### src/sv/rgb_to_cie_xy_assert.svh
// ----------------------------------------------------------------------------
// rgb_to_cie_xy assertion macros
// Concurrent checks clocked on aclk and disabled while aresetn is low.
// ----------------------------------------------------------------------------
`ifndef RGB_TO_CIE_XY_ASSERT_SVH
`define RGB_TO_CIE_XY_ASSERT_SVH

// Same-cycle implication
`define RGBXY_ASSERT_IMP(lbl, ante, cons) \
    lbl: assert property (@(posedge aclk) disable iff (!aresetn) (ante) |-> (cons)) \
        else $error("rgb_to_cie_xy: same-cycle check failed");

// Next-cycle implication
`define RGBXY_ASSERT_NXT(lbl, ante, cons) \
    lbl: assert property (@(posedge aclk) disable iff (!aresetn) (ante) |=> (cons)) \
        else $error("rgb_to_cie_xy: next-cycle check failed");

`endif

### src/sv/rgbxy_pkg.sv
// ----------------------------------------------------------------------------
// rgbxy_pkg
// Shared widths, payload types, matrix coefficients and the sRGB
// linearization table generator for the RGB to CIE xy converter.
// ----------------------------------------------------------------------------
package rgbxy_pkg;

    // Fraction bits of the linear values and of the chromaticity outputs
    localparam int FRAC_BITS = 16;

    localparam int LANES  = 3;                  // red, green, blue
    localparam int ROWS   = 3;                  // X, Y, Z
    localparam int LIN_W  = FRAC_BITS + 1;      // linear value, 1.0 inclusive
    localparam int COEF_W = 20;                 // largest coefficient < 2^20
    localparam int PROD_W = LIN_W + COEF_W;
    localparam int SUM_W  = FRAC_BITS + 22;     // X+Y+Z < 2^22 * 2^FRAC_BITS
    localparam int QUO_W  = FRAC_BITS + 1;      // quotient bits incl. rounding bit

    // Lane order
    localparam int LANE_RED   = 0;
    localparam int LANE_GREEN = 1;
    localparam int LANE_BLUE  = 2;

    // Matrix rows
    localparam int ROW_X = 0;
    localparam int ROW_Y = 1;
    localparam int ROW_Z = 2;

    // Wide-gamut RGB to XYZ matrix, millionths, [row][lane]
    localparam logic [COEF_W-1:0] MATRIX [ROWS][LANES] = '{
        '{20'd649926, 20'd103455, 20'd197109},
        '{20'd234327, 20'd743075, 20'd22598},
        '{20'd0,      20'd53077,  20'd1035763}
    };

    // Q1.31 constants for the table generator
    localparam logic [63:0] Q31_ONE = 64'd1 << 31;
    localparam logic [63:0] LIN_DEN = 64'd269025;

    // Input pixel transaction
    typedef struct packed {
        logic [7:0] red_in;
        logic [7:0] green_in;
        logic [7:0] blue_in;
    } pixel_t;

    // Result transaction
    typedef struct packed {
        logic [FRAC_BITS-1:0] chroma_x;
        logic [FRAC_BITS-1:0] chroma_y;
        logic                 undefined_flag;
    } chroma_t;

    // One lane's contributions to X, Y and Z
    typedef logic [ROWS-1:0][PROD_W-1:0] lane_prod_t;

    // Stage enables handed to a lane
    typedef struct packed {
        logic lookup;
        logic product;
    } lane_en_t;

    // Stage enables handed to the merge stage
    typedef struct packed {
        logic sum;
        logic total;
    } merge_en_t;

    // Q1.31 multiply with round half up
    function automatic logic [63:0] mul31(input logic [63:0] a, input logic [63:0] b);
        return (a * b + (64'd1 << 30)) >> 31;
    endfunction

    // q^5 in Q1.31
    function automatic logic [63:0] pow5_31(input logic [63:0] q);
        logic [63:0] p;
        p = q;
        for (int i = 0; i < 4; i++) begin
            p = mul31(p, q);
        end
        return p;
    endfunction

    // Linearized sRGB code v as unsigned Q1.FRAC_BITS; elaboration only
    function automatic logic [LIN_W-1:0] lin_entry(input int unsigned v);
        logic [63:0] vv;
        logic [63:0] t;
        logic [63:0] s;
        logic [63:0] lo;
        logic [63:0] hi;
        logic [63:0] mid;
        logic [63:0] val;
        vv = 64'(v);
        // Linear segment of the curve
        if (vv * 64'd100000 <= 64'd1031475) begin
            return LIN_W'((vv * 64'd10 * (64'd1 << FRAC_BITS) + 64'd16473) / 64'd32946);
        end
        // Power segment: t^2 * fifthroot(t^2)
        t   = (((vv * 64'd1000 + 64'd14025) << 31) + (LIN_DEN / 2)) / LIN_DEN;
        s   = mul31(t, t);
        lo  = '0;
        hi  = Q31_ONE;
        mid = '0;
        for (int i = 0; i < 32; i++) begin
            if (lo < hi) begin
                mid = lo + ((hi - lo + 64'd1) >> 1);
                if (pow5_31(mid) <= s) begin
                    lo = mid;
                end else begin
                    hi = mid - 64'd1;
                end
            end
        end
        val = mul31(s, lo);
        return LIN_W'((val + (64'd1 << (30 - FRAC_BITS))) >> (31 - FRAC_BITS));
    endfunction

endpackage

### src/sv/rgbxy_merge.sv
// ----------------------------------------------------------------------------
// rgbxy_merge
// Combines the lane products into X, Y, Z, then forms X+Y+Z and the
// black-pixel flag.
// ----------------------------------------------------------------------------
module rgbxy_merge
    import rgbxy_pkg::*;
(
    input  logic             aclk,
    input  merge_en_t        en,
    input  lane_prod_t       prod_r,
    input  lane_prod_t       prod_g,
    input  lane_prod_t       prod_b,
    output logic [SUM_W-1:0] num_x,
    output logic [SUM_W-1:0] num_y,
    output logic [SUM_W-1:0] den,
    output logic             black
);

    logic [SUM_W-1:0] x_reg;
    logic [SUM_W-1:0] y_reg;
    logic [SUM_W-1:0] z_reg;
    logic [SUM_W-1:0] numx_reg;
    logic [SUM_W-1:0] numy_reg;
    logic [SUM_W-1:0] den_reg;
    logic [SUM_W-1:0] total;
    logic             black_reg;

    // Row sums across the lanes
    always_ff @(posedge aclk) begin
        if (en.sum) begin
            x_reg <= SUM_W'(prod_r[ROW_X]) + SUM_W'(prod_g[ROW_X]) + SUM_W'(prod_b[ROW_X]);
            y_reg <= SUM_W'(prod_r[ROW_Y]) + SUM_W'(prod_g[ROW_Y]) + SUM_W'(prod_b[ROW_Y]);
            z_reg <= SUM_W'(prod_r[ROW_Z]) + SUM_W'(prod_g[ROW_Z]) + SUM_W'(prod_b[ROW_Z]);
        end
    end

    assign total = x_reg + y_reg + z_reg;

    // Divisor and numerators for the divider
    always_ff @(posedge aclk) begin
        if (en.total) begin
            numx_reg  <= x_reg;
            numy_reg  <= y_reg;
            den_reg   <= total;
            black_reg <= (total == '0);
        end
    end

    assign num_x = numx_reg;
    assign num_y = numy_reg;
    assign den   = den_reg;
    assign black = black_reg;

endmodule

### config.mk
export PLATFORM = sky130hd
export DESIGN_NAME = rgbxy_merge
export DESIGN_NICKNAME = d
export VERILOG_FILES = /design/src/sv/rgb_to_cie_xy_assert.svh /design/src/sv/rgbxy_pkg.sv /design/src/sv/rgbxy_merge.sv
export SDC_FILE = /design/constraint.sdc
export NUM_CORES = 1
export LEC_CHECK = 0
export CAP_MARGIN = 20
export CORE_MARGIN = 2
export CORE_UTILIZATION = 35
export DETAILED_ROUTE_END_ITERATION = 7
export DONT_BUFFER_PORTS = 1
export PLACE_DENSITY = 0.59
export SYNTH_ARGS = -nofsm -noshare
export SYNTH_HDL_FRONTEND = slang
export SYNTH_SLANG_ARGS = --single-unit
### constraint.sdc
create_clock -name aclk -period 9.7 [get_ports aclk]
set_clock_uncertainty 0.15 [all_clocks]
set_input_delay 1.94 -clock aclk [delete_from_list [all_inputs] [get_ports aclk]]
set_output_delay 1.94 -clock aclk [all_outputs]
set_load 0.02 [all_outputs]
* After elaboration in Yosys (flattened, before gate mapping) *
Index checks and enable logic that the tools add are counted.
Widths: inputs -> output; s select.

storage, ports and cells
  flip-flop bits (word level) = 229
  input port bits = 336
  logic and storage cells = 16

operators by class
  add/sub/neg operators = 8
  reduce and logical (&&, ||, !) cells = 1

operators with widths
  cell              number
  $add 37x37->38    3
  $add 38x37->38    3
  $add 38x38->38    2
  $logic_not 38->1  1

* Logic depth before layout (Yosys ltp) *
Gate-level depths: netlist (run 1).

  word-level depth = 3
  gate-level depth with buffers = 16

* Worst setup path before layout (run 1) *
OpenSTA, ideal clock, no wires.

  path kind = input -> register
  start point = in prod_r[2] in the netlist's numbering
  end point = reg x_reg[36], data pin
  setup time = 258 ps
  data arrival time = 4967 ps
  required time = 9292 ps
  slack = 4326 ps
  stages on the path = 12
  path buffers = 0
  path through = fa_1 -> ha_1 -> a21o_1 -> a21o_1 -> a2111oi_0 -> o21ai_0 -> a211oi_1 -> o221ai_1 -> a41oi_1 -> o21ai_0 -> a21oi_1 -> xnor2_1

between the ends
  longest elaborated chain between the ends = 2

RTL lines
  what                  line               source
  from (decl)           rgbxy_merge.sv:11  input lane_prod_t prod_r,
  $add 37x37->38        rgbxy_merge.sv:32  x_reg <= SUM_W'(prod_r[ROW_X]) + SUM_W'(prod_g[ROW_X]) + SUM_W'(prod_b[ROW_X]);
  $add 38x37->38        rgbxy_merge.sv:32
  to (signal assigned)  rgbxy_merge.sv:32
  to (decl)             rgbxy_merge.sv:20  logic [SUM_W-1:0] x_reg;

Every way passes these cells.
A chain may end at the register's enable or synchronous reset.

* Worst setup path in the final report (run 1) *
Same ends and word-level chain as after synthesis.

==> impl_metrics.env, run 1 <==
export IMPL_fin_setup_tns_ns=0
export IMPL_setup_viol=0
export IMPL_grtUsageTotal_pct=19.48
export IMPL_fin_crit_sh_pct=58.63
export IMPL_place_area_sq_um=18340
export IMPL_n_antenna_cell=0
export IMPL_start_util_pct=35.29
export IMPL_first_pass_iters=5
export IMPL_final_nets=2115
export IMPL_p_per_area_nw_per_um2=345.1
export IMPL_clkLatencyLatePin_ns=0.56
export IMPL_synth_area_leaders="edfxtp_1 (39%), fa_1 (17%), ha_1 (10%), xnor2_1 (4.1%), a21oi_1 (3.9%)"
export IMPL_syn_cell_area_sq_um=17630
export IMPL_final_layout_size_suffix_gt1_share_pct=4.721
export IMPL_multiInputGateArea_sq_um=10380
export IMPL_ys_types=77
export IMPL_hold_class="register to register"
export IMPL_cts_num_sinks=229
export IMPL_ir_worst_vdd_mv=0.1482
export IMPL_worst_slew_pin_slew_ns=0.8946
export IMPL_synth_top_area_cell="edfxtp_1"
export IMPL_drv_slew=0
export IMPL_synth_top_flop_cell="edfxtp_1"
export IMPL_cts_buffers=28
export IMPL_cts_tree="done"
export IMPL_drt_iter0_drc=580
export IMPL_yosys_warnings=0
export IMPL_syn_inst=1475
export IMPL_grt_pass1_wl_microns=76530
export IMPL_wl_microns=52010
export IMPL_areaGrowthSynthToFinish_pct=9.551
export IMPL_vias=11820
export IMPL_fmax_mhz=175.8
export IMPL_h_tree_depth=1
export IMPL_dpl_cell_count=2125
export IMPL_fill_cells=4839
export IMPL_min_period_ns=5.687
export IMPL_gp_congestion=0.9101
export IMPL_syn_avg_cell_area_sq_um=11.95
export IMPL_wl_per_cell_microns=23.90
export IMPL_syn_nets=2107
export IMPL_final_antenna_net_count=0
export IMPL_numPortBuffers=0
export IMPL_worstSetupStartpointType="input pin"
export IMPL_maxCapViolCount=0
export IMPL_slew_limit_headroom_pct=39.93
export IMPL_placementRows=82
export IMPL_cp_required_ns=9.86
export IMPL_worst_path_max_fanout=4
export IMPL_die_x_microns=228.4
export IMPL_dieArea_sq_um=52190
export IMPL_ios=451
export IMPL_ys_seq_area_share_pct=39.00
export IMPL_postLayoutCellArea_sq_um=19320
export IMPL_worstSetupPathType="input pin to register"
export IMPL_root_buffer="clkbuf_16"
export IMPL_ys_async_sr_fraction_pct=0
export IMPL_yosysMostFrequentCell="edfxtp_1"
export IMPL_grt_max_degree=116
export IMPL_leakagePower_nw=7.450
export IMPL_cts_setup_buffers=0
export IMPL_clk_pin_slew_ns=0.06
export IMPL_fin_hold_ws_ns=0.3315
export IMPL_grt_ovfl_total=0
export IMPL_outcome="completed"
export IMPL_dp_hpwl_microns=43180
export IMPL_ctsHoldBuffers=0
export IMPL_drc_errors=0
export IMPL_coreArea_sq_um=49970
export IMPL_vias_per_cell=5.433
export IMPL_post_cts_resized=0
export IMPL_stdcell_count=2176
export IMPL_antenna_found_initial=0
export IMPL_cp_data_arrival_time_ns=5.84
export IMPL_synth_seq_cells=229
export IMPL_finalHoldViolCount=0
export IMPL_cts_path_max_buffers=3
export IMPL_seqCellArea_sq_um=6877
export IMPL_synthTopCellsByCount="edfxtp_1 (229), fa_1 (152), ha_1 (144)"
export IMPL_grt_pass1_vias=12290
export IMPL_rsz0062_at_grt="no"
export IMPL_synth_edff_count=229
export IMPL_end_kind="register"
export IMPL_synth_top_area_share_pct=39.00
export IMPL_die_h_microns=228.4
where the power goes:
group / switching, mW / internal (mW)
logic: 2.04 / 1.43
registers: 0.445 / 1.63
clock network: 0.421 / 0.700
placed cells by master, fill, tap and decap left out, types with 6 or more instances in the layout:
cell type    n
a211o_1      6
a211oi_1     9
a21o_1      72
a21oi_1    137
a221oi_1     6
a31oi_1      9
and2_1       6
and3_1      14
bufinv_16    6
clkbuf_16   29
clkinv_1     6
edfxtp_1   229
fa_1       152
ha_1       144
inv_1       63
nand2_1     69
nand2b_1    18
nand3_1     37
nand4_1     11
nor2_1      62
nor2b_1     24
nor3_1      21
nor3b_1      7
nor4_1      10
o211ai_1    14
o21a_1      25
o21ai_0     63
o21bai_1    18
xnor2_1     83
xor2_1      40
stage by stage:
| stage | setup WS [ns] | utilization, % | total power, mW |
|---|---|---|---|
| floorplan | 4.326 | - | 4.607 |
| global placement | 3.475 | 36.71 | 5.472 |
| detailed placement | 3.473 | 36.71 | 5.522 |
| CTS | 4.036 | 38.66 | 6.681 |
| global route | 3.859 | 38.66 | 7.145 |
| finish | 4.013 | 38.66 | 6.666 |
cell type report:
type	instances	share of cell area, %
flip-flops and latches	229	35.60
clock buffers	34	3.854
repair buffers	1	0.03887
inverters	63	1.224
multi-input cells	1160	53.74
well taps	672	4.353
clock inverters	17	1.192
layer usage:
metal / GRT usage (%) / up-vias / wire length (microns)
met5: 0 / - / 0
met3: 2.919 / 51 / 2477
met4: 4.065 / 0 / 933
li1: - / 5519 / -
met2: 33.37 / 356 / 25180
met1: 26.22 / 5896 / 23420
kinds of logic after synthesis:
group	after synthesis	share of synthesized area, %
xor+xnor	123	6.110
simple gates	308	8.963
flops	229	39.00
fa+ha+maj	296	27.48
compound gates	431	16.21
mux	2	0.1135
buf+inv	86	2.129
final timing paths:
check | cells past startpoint | start | to | slack [ns]
worst min register to register | 0 | y_reg[19] | num_y[19] | 0.33
worst max register to register | 12 | x_reg[1] | black | 4.31
worst min-delay path | 0 | y_reg[19] | num_y[19] | 0.33
worst max-delay path | 12 | prod_r[2] | x_reg[36] | 4.01
critical path: stages:
cell and delay (ns):
fa_1 0.55, ha_1 0.23, a21o_1 0.16, a21o_1 0.21, a2111oi_0 0.63, o21ai_0 0.42, a211oi_1 0.50, o221ai_1 0.33
a41oi_1 0.46, o21ai_0 0.13, a21oi_1 0.19, xnor2_1 0.08
(Power assumes the default switching activity.)
==> inputs of run 2 (changes only) <==
clock period = 5.5 ns   (was 9.7 ns; I/O delays follow)
==> impl_metrics.env, run 2 (same netlist as run 1, synthesis figures left out) <==
export IMPL_grt_pass1_wl_microns=76300
export IMPL_post_cts_resized=1
export IMPL_critPathMaxStageDelay_ns=0.58
export IMPL_gp_congestion=0.9488
export IMPL_dieArea_sq_um=52190
export IMPL_power_share_clock_pct=15.8
export IMPL_drc_errors=0
export IMPL_wl_microns=51820
export IMPL_die_x_microns=228.4
export IMPL_grtUsageTotal_pct=19.47
export IMPL_worst_path_max_fanout=11
export IMPL_place_area_sq_um=18380
export IMPL_fin_crit_sh_pct=93.84
export IMPL_dpl_cell_count=2130
export IMPL_final_layout_size_suffix_gt1_share_pct=4.917
export IMPL_internal_power_mw=6.536
export IMPL_drv_slew=0
export IMPL_stdcell_count=2177
export IMPL_cts_tree="done"
export IMPL_cts_buffers=26
export IMPL_finalHoldViolCount=0
export IMPL_layout_commonest_cell="edfxtp_1"
export IMPL_p_sw_mw=5.122
export IMPL_maxCapViolCount=0
export IMPL_fin_ws_ns=0.3390
export IMPL_cts_num_sinks=229
export IMPL_ios=451
export IMPL_drt_iter0_drc=767
export IMPL_end_kind="register"
export IMPL_final_core_util_pct=38.59
export IMPL_root_buffer="clkbuf_16"
export IMPL_switching_share_pct=43.93
export IMPL_p_seq_share_pct=31.2
export IMPL_numPortBuffers=0
export IMPL_cpLargestDelayFamily="simple AND/OR/NAND/NOR gates"
export IMPL_rsz0062_at_grt="no"
export IMPL_grt_pass1_vias=12210
export IMPL_grt_ovfl_total=0
export IMPL_grt_max_degree=116
export IMPL_coreArea_sq_um=49970
export IMPL_cp_cell_sequence="fa_1 -> ha_1 -> a21oi_1 -> o2bb2ai_1 -> nor4_2 -> o211ai_1 -> or4_1 -> nor4_1 -> nand4b_1 -> or4_1 -> nor4_2"
export IMPL_wl_per_cell_microns=23.80
export IMPL_layout_common_cells="edfxtp_1 (229), fa_1 (152), ha_1 (144), a21oi_1 (137), xnor2_1 (83)"
export IMPL_ir_worst_vdd_mv=0.2601
export IMPL_fill_cells=4834
export IMPL_p_per_area_nw_per_um2=604.6
export IMPL_worstSetupStartpointType="register"
export IMPL_slew_limit_headroom_pct=50.02
export IMPL_critPathBufInv=0
export IMPL_worstSetupPathType="register to register"
export IMPL_start_util_pct=35.29
export IMPL_dp_slack_ns=-0.04740
export IMPL_placementRows=82
export IMPL_n_antenna_cell=0
export IMPL_antenna_found_initial=0
export IMPL_crit_slowest_cell="or4_1"
export IMPL_postLayoutCellArea_sq_um=19280
export IMPL_h_tree_depth=1
export IMPL_areaGrowthSynthToFinish_pct=9.360
export IMPL_fin_hold_ws_ns=0.3294
export IMPL_cts_setup_buffers=0
export IMPL_hold_class="register to register"
export IMPL_vias_per_cell=5.442
export IMPL_ctsHoldBuffers=0
export IMPL_cp_data_arrival_time_ns=5.37
export IMPL_setup_viol=0
export IMPL_final_antenna_net_count=0
export IMPL_cts_path_max_buffers=3
export IMPL_final_nets=2118
export IMPL_dp_hpwl_microns=43410
export IMPL_clkLatencyLatePin_ns=0.55
export IMPL_min_period_ns=5.161
export IMPL_first_pass_iters=8
export IMPL_clk_pin_slew_ns=0.06
export IMPL_combinationalPowerShare_pct=53.0
export IMPL_leakagePower_nw=7.431
export IMPL_outcome="completed"
export IMPL_worst_slew_pin_slew_ns=0.7400
export IMPL_die_h_microns=228.4
export IMPL_vias=11850
export IMPL_fmax_mhz=193.8
export IMPL_cp_required_ns=5.70
==> run 2: cell count changes in the layout (fill, tap and decap cells not counted), sizes merged <==
cell	before	now
buf	1	6
clkbuf	34	30
bufinv	6	5
clkinvlp	1	2
==> run 2: final cells by class <==
type                       count  area [sq um]  area share, %
multi-input combinational   1160         10390          53.86
sequential                   229          6877          35.66
tap                          672         840.8          4.361
clock buffer                  30         686.9          3.562
inverter                      63         236.5          1.226
clock inverter                17         210.2          1.090
timing repair buffer           6         45.04         0.2336
==> run 2: metrics by stage <==
step           power [mW]  setup TNS, ns
5_1_grt             12.53              0
3_5_place_dp        9.811       -0.04740
4_1_cts             11.72              0
3_3_place_gp        9.725       -0.09335
2_1_floorplan       8.125              0
6_report            11.66              0
==> run 2: metal layers <==
layer  GRT usage [%]  vias up  part of all wire, %
met5               0        -                    0
met4           4.820        0                  2.2
met3           3.044       57                  6.0
met2           32.47      397                   48
met1           26.57     5875                   44
li1                -     5519                    -
==> run 2: power by group through the flow <==
stage	Sequential [mW]	Combinational, mW	Clock, mW
2_1_floorplan	3.39	4.74	0
3_3_place_gp	3.69	6.03	0
3_5_place_dp	3.69	6.12	0
4_1_cts	3.66	6.17	1.89
5_1_grt	3.70	6.88	1.95
6_report	3.64	6.18	1.84
==> run 2: worst paths after layout <==
| kind | slack, ns | from | cells past startpoint | endpoint |
|---|---|---|---|---|
| worst min-delay path | 0.33 | y_reg[3] | 0 | num_y[3] |
| worst max register to register | 0.34 | x_reg[18] | 11 | black |
| worst min register to register | 0.33 | y_reg[3] | 0 | num_y[3] |
| worst max-delay path | 0.34 | x_reg[18] | 11 | black |
